==> src/sv/fbte_pkg.sv <==
// Shared types, constants and symbol functions for the five-byte to text encoder.
package fbte_pkg;

  localparam int BlockBytes    = 5;
  localparam int SymPerBlock   = 8;
  localparam int QueueDepth    = 2;
  localparam int LetterCount   = 26;
  localparam int LetterBase    = 97;
  localparam int DigitBase     = 48;
  localparam int DigitOffset   = 48 - 26;

  typedef struct packed {
    logic [7:0] data_byte;
    logic       byte_present;
    logic       end_of_input;
  } in_item_t;

  typedef struct packed {
    logic [6:0] out_char;
    logic       run_last;
  } out_item_t;

  // One unit of work for the back end: an optional block and an optional pad digit.
  typedef struct packed {
    logic [39:0] blk;
    logic        has_block;
    logic        has_digit;
    logic [2:0]  pad;
  } job_t;

  typedef struct packed {
    logic [2:0] byte_count;
    logic       block_emitted;
  } fe_stat_t;

  typedef enum logic {
    BK_SYM,
    BK_DIG
  } back_state_t;

  function automatic logic [6:0] sym_to_char(input logic [4:0] s);
    logic [6:0] r;
    if (s < 5'(LetterCount)) begin
      r = 7'(s) + 7'(LetterBase);
    end else begin
      r = 7'(s) + 7'(DigitOffset);
    end
    return r;
  endfunction

  // Symbol k of a block: group k/2, odd-numbered bits for the first, even-numbered bits for the second.
  function automatic logic [4:0] block_symbol(input logic [39:0] blk, input logic [2:0] k);
    logic [9:0] grp;
    logic [4:0] s;
    case (k[2:1])
      2'd0: grp = blk[39:30];
      2'd1: grp = blk[29:20];
      2'd2: grp = blk[19:10];
      2'd3: grp = blk[9:0];
      default: grp = blk[9:0];
    endcase
    if (k[0]) begin
      s = {grp[8], grp[6], grp[4], grp[2], grp[0]};
    end else begin
      s = {grp[9], grp[7], grp[5], grp[3], grp[1]};
    end
    return s;
  endfunction

endpackage

==> src/sv/fbte_front.sv <==
// Front end: accepts requests, collects bytes into blocks, pads and queues jobs.
module fbte_front (
  input  logic                clk,
  input  logic                rst_n,
  input  logic                in_valid,
  input  fbte_pkg::in_item_t  in_data,
  output logic                in_stall,
  input  logic                q_full,
  output logic                push,
  output fbte_pkg::job_t      push_job,
  output fbte_pkg::fe_stat_t  stat
);

  logic [39:0] buf_r, buf_nxt;
  logic [2:0]  cnt_r, cnt_nxt;
  logic        emitted_r, emitted_nxt;

  logic        accept;
  logic [39:0] buf_upd;
  logic [2:0]  cnt_upd;
  logic        full;

  assign in_stall = q_full;
  assign accept   = in_valid && !q_full;

  always_comb begin
    buf_upd = in_data.byte_present ? {buf_r[31:0], in_data.data_byte} : buf_r;
    cnt_upd = in_data.byte_present ? cnt_r + 3'd1 : cnt_r;
    full    = (cnt_upd == 3'(fbte_pkg::BlockBytes));

    push_job           = '0;
    push_job.blk       = buf_upd;
    push_job.has_block = full;
    cnt_nxt            = full ? 3'd0 : cnt_upd;
    emitted_nxt        = emitted_r | full;

    if (in_data.end_of_input) begin
      push_job.has_digit = emitted_r | full;
      if (!full && cnt_upd != 3'd0) begin
        // pad with 0x80 then zero bytes up to a full block
        push_job.has_block = 1'b1;
        push_job.has_digit = 1'b1;
        push_job.pad       = 3'(fbte_pkg::BlockBytes) - cnt_upd;
        case (cnt_upd)
          3'd1:    push_job.blk = {buf_upd[7:0], 8'h80, 24'h0};
          3'd2:    push_job.blk = {buf_upd[15:0], 8'h80, 16'h0};
          3'd3:    push_job.blk = {buf_upd[23:0], 8'h80, 8'h0};
          default: push_job.blk = {buf_upd[31:0], 8'h80};
        endcase
      end
      cnt_nxt     = 3'd0;
      emitted_nxt = 1'b0;
    end

    push = accept && (push_job.has_block || push_job.has_digit);
  end

  assign buf_nxt = buf_upd;

  always_ff @(posedge clk) begin
    if (!rst_n) begin
      cnt_r     <= 3'd0;
      emitted_r <= 1'b0;
    end else if (accept) begin
      cnt_r     <= cnt_nxt;
      emitted_r <= emitted_nxt;
    end
  end

  always_ff @(posedge clk) begin
    if (accept && in_data.byte_present) begin
      buf_r <= buf_nxt;
    end
  end

  assign stat.byte_count    = cnt_r;
  assign stat.block_emitted = emitted_r;

endmodule

==> src/sv/fbte_fifo.sv <==
// Short job queue between the front and back ends.
module fbte_fifo #(
  parameter int DEPTH = fbte_pkg::QueueDepth
) (
  input  logic           clk,
  input  logic           rst_n,
  input  logic           push,
  input  fbte_pkg::job_t push_job,
  input  logic           pop,
  output logic           full,
  output logic           head_valid,
  output fbte_pkg::job_t head_job
);

  localparam int PW = (DEPTH > 1) ? $clog2(DEPTH) : 1;
  localparam int CW = $clog2(DEPTH + 1);

  fbte_pkg::job_t  mem_r [DEPTH];
  logic [PW-1:0]   wr_ptr_r, wr_ptr_nxt;
  logic [PW-1:0]   rd_ptr_r, rd_ptr_nxt;
  logic [CW-1:0]   cnt_r, cnt_nxt;
  logic            do_push, do_pop;

  assign full       = (cnt_r == CW'(DEPTH));
  assign head_valid = (cnt_r != '0);
  assign head_job   = mem_r[rd_ptr_r];
  assign do_push    = push && !full;
  assign do_pop     = pop && head_valid;

  always_comb begin
    wr_ptr_nxt = wr_ptr_r;
    rd_ptr_nxt = rd_ptr_r;
    cnt_nxt    = cnt_r;
    if (do_push) begin
      wr_ptr_nxt = (wr_ptr_r == PW'(DEPTH - 1)) ? '0 : wr_ptr_r + PW'(1);
    end
    if (do_pop) begin
      rd_ptr_nxt = (rd_ptr_r == PW'(DEPTH - 1)) ? '0 : rd_ptr_r + PW'(1);
    end
    if (do_push && !do_pop) begin
      cnt_nxt = cnt_r + CW'(1);
    end else if (do_pop && !do_push) begin
      cnt_nxt = cnt_r - CW'(1);
    end
  end

  always_ff @(posedge clk) begin
    if (!rst_n) begin
      wr_ptr_r <= '0;
      rd_ptr_r <= '0;
      cnt_r    <= '0;
    end else begin
      wr_ptr_r <= wr_ptr_nxt;
      rd_ptr_r <= rd_ptr_nxt;
      cnt_r    <= cnt_nxt;
    end
  end

  always_ff @(posedge clk) begin
    if (do_push) begin
      mem_r[wr_ptr_r] <= push_job;
    end
  end

endmodule

==> src/sv/fbte_back.sv <==
// Back end: walks a job's eight symbols and its pad digit, each when present, into the output register.
module fbte_back (
  input  logic                clk,
  input  logic                rst_n,
  input  logic                q_valid,
  input  fbte_pkg::job_t      q_head,
  output logic                q_pop,
  output logic                out_valid,
  output fbte_pkg::out_item_t out_data,
  input  logic                out_stall
);

  localparam logic [2:0] SymLast = 3'(fbte_pkg::SymPerBlock - 1);

  fbte_pkg::back_state_t state_r, state_nxt;
  logic [2:0]            idx_r, idx_nxt;
  logic                  out_valid_r, out_valid_nxt;
  fbte_pkg::out_item_t   out_data_r, out_data_nxt;

  logic load;
  logic in_sym;

  assign load = q_valid && (!out_valid_r || !out_stall);

  // Outputs of the sequencer: the character and its last flag.
  always_comb begin
    in_sym = q_head.has_block && (state_r == fbte_pkg::BK_SYM);
    if (in_sym) begin
      out_data_nxt.out_char =
        fbte_pkg::sym_to_char(fbte_pkg::block_symbol(q_head.blk, idx_r));
      out_data_nxt.run_last = (idx_r == SymLast) && !q_head.has_digit;
    end else begin
      out_data_nxt.out_char = 7'(fbte_pkg::DigitBase) + {4'b0, q_head.pad};
      out_data_nxt.run_last = 1'b1;
    end
    q_pop = load && out_data_nxt.run_last;
  end

  // Next state.
  always_comb begin
    state_nxt = state_r;
    idx_nxt   = idx_r;
    if (load) begin
      if (out_data_nxt.run_last) begin
        state_nxt = fbte_pkg::BK_SYM;
        idx_nxt   = 3'd0;
      end else if (idx_r == SymLast) begin
        state_nxt = fbte_pkg::BK_DIG;
        idx_nxt   = 3'd0;
      end else begin
        idx_nxt   = idx_r + 3'd1;
      end
    end
  end

  always_comb begin
    if (load) begin
      out_valid_nxt = 1'b1;
    end else begin
      out_valid_nxt = out_valid_r && out_stall;
    end
  end

  always_ff @(posedge clk) begin
    if (!rst_n) begin
      state_r     <= fbte_pkg::BK_SYM;
      idx_r       <= 3'd0;
      out_valid_r <= 1'b0;
    end else begin
      state_r     <= state_nxt;
      idx_r       <= idx_nxt;
      out_valid_r <= out_valid_nxt;
    end
  end

  always_ff @(posedge clk) begin
    if (load) begin
      out_data_r <= out_data_nxt;
    end
  end

  assign out_valid = out_valid_r;
  assign out_data  = out_data_r;

endmodule

==> src/sv/five_byte_to_text_encoder_unit.sv <==
// Top level of the five-byte to text encoder.
//
// Input channel (in_valid / in_stall / in_data): one request per cycle carries
// an optional byte (byte_present) and an end-of-stream flag (end_of_input).
// Bytes gather most significant first into a five-byte block; every full block
// turns into eight characters ('a'-'z', '0'-'5'). On end of stream a partial
// block is padded with 0x80 and zeros and encoded, then the pad-count digit
// follows if the stream emitted any block. A request that makes no character
// (a byte that does not close a block, an end of an empty stream) is dropped.
// Output channel (out_valid / out_stall / out_data): up to nine characters per
// request; run_last flags the last character caused by an input request.
// A request that makes a job writes it into the job queue as it is taken; with
// the back idle, the job's first character is then loaded from the queue head
// into the output register. Throughput: the front takes one request per cycle
// while the job queue has room; the back sequencer emits one character per
// cycle while the receiver does not stall. Receiver stall: the output register
// holds; the queue fills and then in_stall rises. Reset (rst_n low,
// synchronous) empties the queue, clears the byte count and the output valid
// flag; no clearing pass is needed.
module five_byte_to_text_encoder_unit #(
  parameter int QUEUE_DEPTH = fbte_pkg::QueueDepth
) (
  input  logic                clk,
  input  logic                rst_n,
  input  logic                in_valid,
  output logic                in_stall,
  input  fbte_pkg::in_item_t  in_data,
  output logic                out_valid,
  input  logic                out_stall,
  output fbte_pkg::out_item_t out_data
);

  logic               q_full;
  logic               push;
  fbte_pkg::job_t     push_job;
  fbte_pkg::fe_stat_t fe_stat;
  logic               q_valid;
  fbte_pkg::job_t     q_head;
  logic               q_pop;

  // Front: classify each request and queue the work it produces.
  fbte_front u_front (
    .clk      (clk),
    .rst_n    (rst_n),
    .in_valid (in_valid),
    .in_data  (in_data),
    .in_stall (in_stall),
    .q_full   (q_full),
    .push     (push),
    .push_job (push_job),
    .stat     (fe_stat)
  );

  // Queue: decouple front and back so each side stalls on its own.
  fbte_fifo #(
    .DEPTH (QUEUE_DEPTH)
  ) u_fifo (
    .clk        (clk),
    .rst_n      (rst_n),
    .push       (push),
    .push_job   (push_job),
    .pop        (q_pop),
    .full       (q_full),
    .head_valid (q_valid),
    .head_job   (q_head)
  );

  // Back: serialize each job into characters.
  fbte_back u_back (
    .clk       (clk),
    .rst_n     (rst_n),
    .q_valid   (q_valid),
    .q_head    (q_head),
    .q_pop     (q_pop),
    .out_valid (out_valid),
    .out_data  (out_data),
    .out_stall (out_stall)
  );

  // Bytes held never reach a full block; a full block is always flushed.
  a_count_range: assert property (@(posedge clk) disable iff (!rst_n)
    fe_stat.byte_count < 3'(fbte_pkg::BlockBytes))
    else $error("byte count reached a full block");

  // Retiring a job leaves its last character in the output register.
  a_pop_last: assert property (@(posedge clk) disable iff (!rst_n)
    q_pop |=> (out_valid && out_data.run_last))
    else $error("job retired without a last character");

  // Nothing is offered in the cycle after a reset edge.
  a_reset_idle: assert property (@(posedge clk)
    !rst_n |=> !out_valid)
    else $error("output valid right after reset");

endmodule

==> config.mk <==
export PLATFORM = sky130hd
export DESIGN_NAME = five_byte_to_text_encoder_unit
export DESIGN_NICKNAME = d
export VERILOG_FILES = /design/src/sv/fbte_pkg.sv /design/src/sv/fbte_front.sv /design/src/sv/fbte_fifo.sv /design/src/sv/fbte_back.sv /design/src/sv/five_byte_to_text_encoder_unit.sv
export SDC_FILE = /design/constraint.sdc
export NUM_CORES = 1
export LEC_CHECK = 0
export BUFFER_PORTS_ARGS = -buffer_cell sky130_fd_sc_hd__buf_2
export CAP_MARGIN = 25
export CORE_UTILIZATION = 56
export DETAILED_ROUTE_END_ITERATION = 8
export GPL_TIMING_DRIVEN = 0
export PLACE_DENSITY = 0.83
export SKIP_LAST_GASP = 1
export SLEW_MARGIN = 20
export SYNTH_ARGS = -nofsm -noshare
export SYNTH_HDL_FRONTEND = slang
export SYNTH_SLANG_ARGS = --single-unit
==> constraint.sdc <==
create_clock -name clk -period 4.8 [get_ports clk]
set_input_delay 0.48 -clock clk [delete_from_list [all_inputs] [get_ports clk]]
set_output_delay 0.48 -clock clk [all_outputs]
set_load 0.03 [all_outputs]
==> results of run 1 <==
[worst max-delay path, delay by kind of cell (launching register included)]
| kind | cells | cell delay (ns) |
|---|---|---|
| compound gates | 2 | 0.48 |
| fa+ha+maj | 2 | 0.59 |
| buf+inv | 3 | 0.93 |
| flops | 1 | 0.46 |
| mux | 1 | 0.36 |
| simple gates | 2 | 0.52 |
[power breakdown]
part	internal (µW)	switching [µW]
registers	1660	55.5
clock network	842	519
logic	425	700
[cells by family (layout without fill, tap and decap cells)]
kind of cell,count (synthesis),after routing,synth area share
XOR/XNOR,10,10,0.0130
AND/OR/NAND/NOR,144,144,0.0923
adder cells (fa/ha/maj),9,9,0.0154
AO/OA/AOI/OAI,115,115,0.108
multiplexers,71,71,0.130
flip-flops,152,152,0.604
buffers and inverters,60,118,0.0373
[flip-flops by register name (all words and copies together), names as in the netlist, named ones only]
name,flops
u_front.emitted_r,1
u_fifo.wr_ptr_r,1
u_fifo.cnt_r,2
u_back.out_data,8
u_back.state_r,1
u_fifo.rd_ptr_r,1
u_back.out_valid,1
u_fifo.mem_r,90
u_back.idx_r,3
u_front.cnt_r,3
u_front.buf_r,40
[final timing paths]
path | depth (start not counted) | end | start | slack, ns
min | 3 | u_back.out_valid | out_stall | 0.34
max | 10 | u_fifo.mem_r[1][28] | u_front.cnt_r[0] | 1.23
min reg2reg | 2 | u_back.out_valid | u_back.out_valid | 0.49
max reg2reg | 10 | u_fifo.mem_r[1][28] | u_front.cnt_r[0] | 1.23
[Yosys cell counts (8+ instances only)]
cell      instances  area (µm²)
a21oi_1          37         185
mux2_2           33         372
inv_1            26        97.6
nand2_1          35         131
dfxtp_1          14         280
nor2_1           57         214
a221oi_1         19         166
nand3_1          11        55.1
ha_1              9         113
edfxtp_1        138        4140
buf_2            11        55.1
mux2i_1          24         240
mux4_1            8         210
clkbuf_1         16        60.1
o21ai_0          17        85.1
and2_1            8        50.1
[through the flow]
step,hold slack (ns),total power (µW),setup WS (ns)
final,0.337,4200,1.23
after global routing,0.368,4370,1.02
after CTS,0.332,4200,1.29
after detailed placement,0.478,2840,1.31
after global placement,0.464,2780,-0.904
after floorplan,0.450,2530,0.358
[layer usage]
layer / wire [µm] / track usage / share of wire / vias up
met5: 0 / 0 / 0 / -
met4: 482 / 0.106 / 0.028 / 0
met3: 1500 / 0.0612 / 0.086 / 40
met2: 8450 / 0.446 / 0.48 / 273
met1: 7000 / 0.373 / 0.40 / 2465
li1: - / - / - / 2227
[placed cells by master (no fill, tap or decap), types with 6 or more instances in the layout]
cell type,netlist,layout
a21boi_0,7,7
a21oi_1,37,37
a221oi_1,19,19
and2_1,8,7
buf_2,11,33
clkbuf_1,16,16
clkbuf_16,0,21
dfxtp_1,14,14
edfxtp_1,138,138
ha_1,9,9
inv_1,26,26
mux2_2,33,33
mux2i_1,24,24
mux4_1,8,8
nand2_1,35,35
nand3_1,11,11
nor2_1,57,57
nor2b_1,7,6
o21ai_0,17,17
[area by class of cell]
| class | count | area [µm²] | area share |
|---|---|---|---|
| Sequential cell | 152 | 4420 | 0.527 |
| Multi-Input combinational cell | 349 | 2630 | 0.314 |
| Clock buffer | 25 | 581 | 0.0692 |
| Timing Repair Buffer | 26 | 220 | 0.0262 |
| Tap cell | 172 | 215 | 0.0256 |
| Buffer | 34 | 175 | 0.0209 |
| Inverter | 26 | 97.6 | 0.0116 |
| Clock inverter | 7 | 47.5 | 0.00566 |
==> summary.md, run 1 <==
| Metric | Value |
|---|---|
| Final Skew | `around 0.0073 ns` |
| Setup violations, final | `0` |
| Ys flop type | `edfxtp_1` |
| Global-route wire length before repair | `~27 mm` |
| Final period utilization | `0.745` |
| Total nets after synthesis | `between 500 and 600` |
| Area after DPL | `roughly 7800 µm²` |
| CTS max path bufs | `2` |
| Number of synthesized register bits | `152` |
| Io pins | `24` |
| Die Area | `about 14000 µm²` |
| Clock root cell | `clkbuf_16` |
| Hold Buf Count CTS | `0` |
| Design Area, Final | `about 8400 µm²` |
| CTS buffer count | `17` |
| Initial core utilization | `0.578` |
| Max Slew Vio Count | `0` |
| CTS H-tree lvls | `4` |
| Core area | `between 10000 and 15000 µm²` |
| Vias in the first global route | `around 4900` |
| Setup TNS | `0 ns` |
| Hold Crit Class | `in -> reg` |
| Worst setup EP type | `flip-flop` |
| Routability cong. | `~0.99` |
| # port buffers | `22` |
| Worst slew margin | `0.480` |
| Residual DRC count | `0` |
| Routed Antenna Nets | `0` |
| Sequential-to-total area share from yosys stat | `0.604` |
| Placed insts | `759` |
| Row count | `41` |
| Pleak | `between 0.003 and 0.004 µW` |
| Mapped Avg Cell Area | `13.0 µm²` |
| P&R area growth vs syn | `14.7%` |
| Number of clock sinks | `between 150 and 200` |
| Critical Path Max Stage Delay | `~0.48 ns` |
| Final Non-Filler Cells | `791` |
| Worst slew pin tran | `slightly below 0.8 ns` |
| Critical-path cell list | `ha_1, mux2_2, inv_1, clkbuf_1, ha_1, nand2_1, nand3_1, clkbuf_1, a221oi_1, a21oi_1` |
| Initial antenna violation count | `0` |
| Total Wirelength | `approximately 17 mm` |
| Clk_lat worst skew | `approximately 0.42 ns` |
| Total track usage | `0.278` |
| WL per Instance | `around 22 µm` |
| DR vias/cell | `6.33` |
| Post-Syn Area | `about 7300 µm²` |
| Critical path type | `reg -> reg` |
| Die Ht | `approximately 120 µm` |
| Antenna Diode Count | `0` |
| Synth warn | `0` |
| RSZ-0062 raised after global routing | `false` |
| Mapped Cells | `around 560` |
| Hold Fails Final Rpt | `0` |
| HPWL Detailed | `~12 mm` |
| CTS tree | `built` |
| Clock slew at reported path FFs | `approximately 0.06 ns` |
| Post-synthesis async set-or-reset flop share | `0` |
| Status | `complete, no violations` |
| DRT Pass-1 Iters | `5` |
| Crit path DAT | `roughly 3.8 ns` |
| FMAX | `roughly 280 MHz` |
| Grt ovf | `0` |
| IR Drop Worst-Case VDD | `around 0.0003 V` |
| Max-cap violations | `0` |
| Ratio of cells with drive above 1 in the final layout | `0.204` |
| Startpoint Class | `flip-flop` |
| Die Span X | `116 µm` |
| Post-synth EDFFs | `approximately 140` |
| DR iter-0 viols | `about 580` |
| Filler cells | `907` |
| Post-Route Utilization | `0.662` |
| Post_cts resized | `0` |
| Critical path's slowest cell | `clkbuf_1` |
| Power Dens Cells | `approximately 500 nW/µm²` |
| Library cells used by synthesis | `59` |
| Via count | `between 5000 and 6000` |
| Pin count of the biggest net entering global routing | `26` |
| Final #Nets | `between 600 and 700` |
| Crit-path max FO | `10` |
| Final Critical Period | `3.57 ns` |
| CP Data Required Time | `4.97 ns` |
| Post-CTS Setup Inserts | `0` |
Note: power is estimated with default switching activity, not from simulation.
==> run 2: changes to the inputs <==
==> constraint.sdc (replaced) <==
create_clock -name clk -period 3.24 [get_ports clk]
set_input_delay 0.324 -clock clk [delete_from_list [all_inputs] [get_ports clk]]
set_output_delay 0.324 -clock clk [all_outputs]
set_load 0.03 [all_outputs]
==> summary.md, run 2 (same netlist as run 1, synthesis figures left out) <==
| Metric | Value |
|---|---|
| Hold_ws | `0.198 ns (was 0.337 ns)` |
| Met1 Routed Length | `6.92 mm (was 7.00 mm)` |
| Ratio of cells with drive above 1 in the final layout | `0.210 (was 0.204)` |
| Vias in the first global route | `4805 (was 4905)` |
| Hold Buf Count CTS | `0 (unchanged)` |
| Initial core utilization | `0.578 (unchanged)` |
| Clk_lat worst skew | `0.43 ns (was 0.42 ns)` |
| WL met2 | `8.38 mm (was 8.45 mm)` |
| Die Area | `13500 µm² (unchanged)` |
| IR Drop Worst-Case VDD | `0.000406 V (was 0.000296 V)` |
| CTS max path bufs | `2 (unchanged)` |
| Commonest cells after routing, fill and taps aside | `edfxtp_1, nor2_1, nand2_1, a21oi_1, mux2_2 (was edfxtp_1, nor2_1, a21oi_1)` |
| CTS H-tree lvls | `4 (unchanged)` |
| R2r endpoint | `u_fifo.mem_r[1][25] (was u_fifo.mem_r[1][28])` |
| P&R area growth vs syn | `13.4% (was 14.7%)` |
| HPWL Detailed | `11.9 mm (was 12.2 mm)` |
| Routed Antenna Nets | `0 (unchanged)` |
| Biggest register | `u_fifo.mem_r (unchanged)` |
| DR WL met3 | `1.38 mm (was 1.50 mm)` |
| Clock share of power | `0.301 (was 0.324)` |
| RSZ-0062 raised after global routing | `true (was false)` |
| Setup violations, final | `0 (unchanged)` |
| Pin count of the biggest net entering global routing | `46 (was 26)` |
| Max layer used | `met4 (unchanged)` |
| Crit-path max FO | `11 (was 10)` |
| Register-to-Register Path Depth | `9 (was 10)` |
| Total Wirelength | `17.2 mm (was 17.4 mm)` |
| Residual DRC count | `0 (unchanged)` |
| Clock slew at reported path FFs | `0.06 ns (about the same)` |
| Final period utilization | `0.969 (was 0.745)` |
| Pint | `4140 µW (was 2920 µW)` |
| Pleak | `0.00299 µW (was 0.00303 µW)` |
| Power Dens Cells | `728 nW/µm² (was 500 nW/µm²)` |
| Final #Nets | `629 (unchanged)` |
| Most common cell after layout, fill and taps aside | `edfxtp_1 (unchanged)` |
| CTS buffer count | `17 (unchanged)` |
| Final Critical Period | `3.14 ns (was 3.57 ns)` |
| Crit path DAT | `3.31 ns (was 3.75 ns)` |
| Number of clock sinks | `152 (unchanged)` |
| Grt ovf | `0 (unchanged)` |
| Row count | `41 (unchanged)` |
| Core area | `12700 µm² (unchanged)` |
| Register area | `4420 µm² (unchanged)` |
| Hold Fails Final Rpt | `0 (unchanged)` |
| Max Slew Vio Count | `0 (unchanged)` |
| Antenna Diode Count | `0 (unchanged)` |
| Die Ht | `116 µm (unchanged)` |
| CP Launch Point | `u_front.cnt_r[0] (unchanged)` |
| Footprint of the multi-input gates | `2650 µm² (was 2630 µm²)` |
| Max-cap violations | `0 (unchanged)` |
| Global-route wire length before repair | `26.5 mm (was 27.2 mm)` |
| Design Area, Final | `8300 µm² (was 8390 µm²)` |
| Status | `complete, no violations (unchanged)` |
| Worst setup EP type | `flip-flop (unchanged)` |
| CP Data Required Time | `3.41 ns (was 4.97 ns)` |
| Die Span X | `116 µm (unchanged)` |
| # port buffers | `22 (unchanged)` |
| DRT Pass-1 Iters | `5 (unchanged)` |
| Startpoint Class | `flip-flop (unchanged)` |
| Clock root cell | `clkbuf_16 (unchanged)` |
| Initial antenna violation count | `0 (unchanged)` |
| FF-to-FF Start | `u_front.cnt_r[0] (unchanged)` |
| DR iter-0 viols | `603 (was 582)` |
| Critical Path End | `u_fifo.mem_r[1][25] (was u_fifo.mem_r[1][28])` |
| Critical path type | `reg -> reg (unchanged)` |
| Via count | `5008 (was 5005)` |
| FMAX | `319 MHz (was 280 MHz)` |
| Setup TNS | `0 ns (unchanged)` |
| Io pins | `24 (unchanged)` |
| Largest register FFs | `90 (unchanged)` |
| WL per Instance | `21.7 µm (was 22.0 µm)` |
| Routability cong. | `1.02 (was 0.986)` |
| Final Skew | `0.00881 ns (was 0.00732 ns)` |
| Sw power | `1910 µW (was 1280 µW)` |
| Logic pwr share | `0.278 (was 0.268)` |
| Filler cells | `920 (was 907)` |
| Worst slew pin tran | `0.733 ns (was 0.781 ns)` |
| Area after DPL | `7730 µm² (was 7760 µm²)` |
| Sequential power share | `0.420 (was 0.408)` |
| Total track usage | `0.273 (was 0.278)` |
| Worst reg2reg setup slack | `0.10 ns (was 1.23 ns)` |
| DR vias/cell | `6.33 (about the same)` |
| CTS tree | `built (unchanged)` |
| Hold Crit Class | `in -> reg (unchanged)` |
| Worst slew margin | `0.511 (was 0.480)` |
| Net Sw Frac | `0.315 (was 0.304)` |
==> run 2: cell types whose count changed in the layout (fill, tap and decap cells not counted), sizes merged <==
cell and change:
bufinv +1, clkbuf -7, clkinv +3, clkinvlp +3
==> run 2: worst min-delay path by stage <==
stage	slack, ns	cells past startpoint	to	start
after floorplan	0.45	2	u_back.state_r	u_back.state_r
after global placement	0.47	2	u_back.state_r	u_back.state_r
after detailed placement	0.48	2	u_back.state_r	u_back.state_r
after CTS	0.19	2	u_back.state_r	rst_n
after global routing	0.19	2	u_back.idx_r[1]	rst_n
final	0.20	2	u_back.idx_r[1]	rst_n
==> run 2: layout make-up <==
cell class                      instances  share of cell area
Timing Repair Buffer                   27              0.0241
Sequential cell                       152               0.533
Buffer                                 33              0.0214
Clock inverter                         14              0.0131
Clock buffer                           18              0.0517
Multi-Input combinational cell        349               0.319
Tap cell                              172              0.0259
Inverter                               26              0.0118
==> run 2: power groups by stage <==
stage,clock [µW],sequential [µW],combinational [µW]
floorplan,0,2660,1090
detailed placement,0,2580,1620
global route,1920,2570,1820
finish,1820,2540,1680
CTS,1840,2540,1640
global placement,0,2570,1530
==> run 2: repair_timing <==
item,in CTS,in global routing
resized for setup,3,6
endpoints found under the setup margin,95,90
pin swaps,0,1
buffers inserted,0,2
==> run 2: per-layer routing <==
layer,vias to the layer above,global-route usage
met4,0,0.127
met1,2478,0.352
met2,252,0.439
met3,46,0.0659
li1,2232,-
met5,-,0
==> run 2: stage by stage <==
step / worst slack (ns) / instances / total power, µW / util
finish: 0.101 / 791 / 6040 / 0.655
global route: -0.0558 / 791 / 6300 / 0.655
CTS: 0.0914 / 789 / 6020 / 0.653
detailed placement: -0.338 / 758 / 4200 / 0.610
global placement: -0.462 / 755 / 4100 / 0.604
floorplan: 0.146 / 561 / 3750 / -
==> run 2: worst max-delay path: stages (launching register included) <==
cell      delay, ns
dfxtp_1        0.46
ha_1           0.28
mux2_2         0.35
inv_1          0.27
ha_1           0.30
nand2_1        0.17
nand3_2        0.25
clkbuf_2       0.30
a221oi_1       0.09
nor2_1         0.41
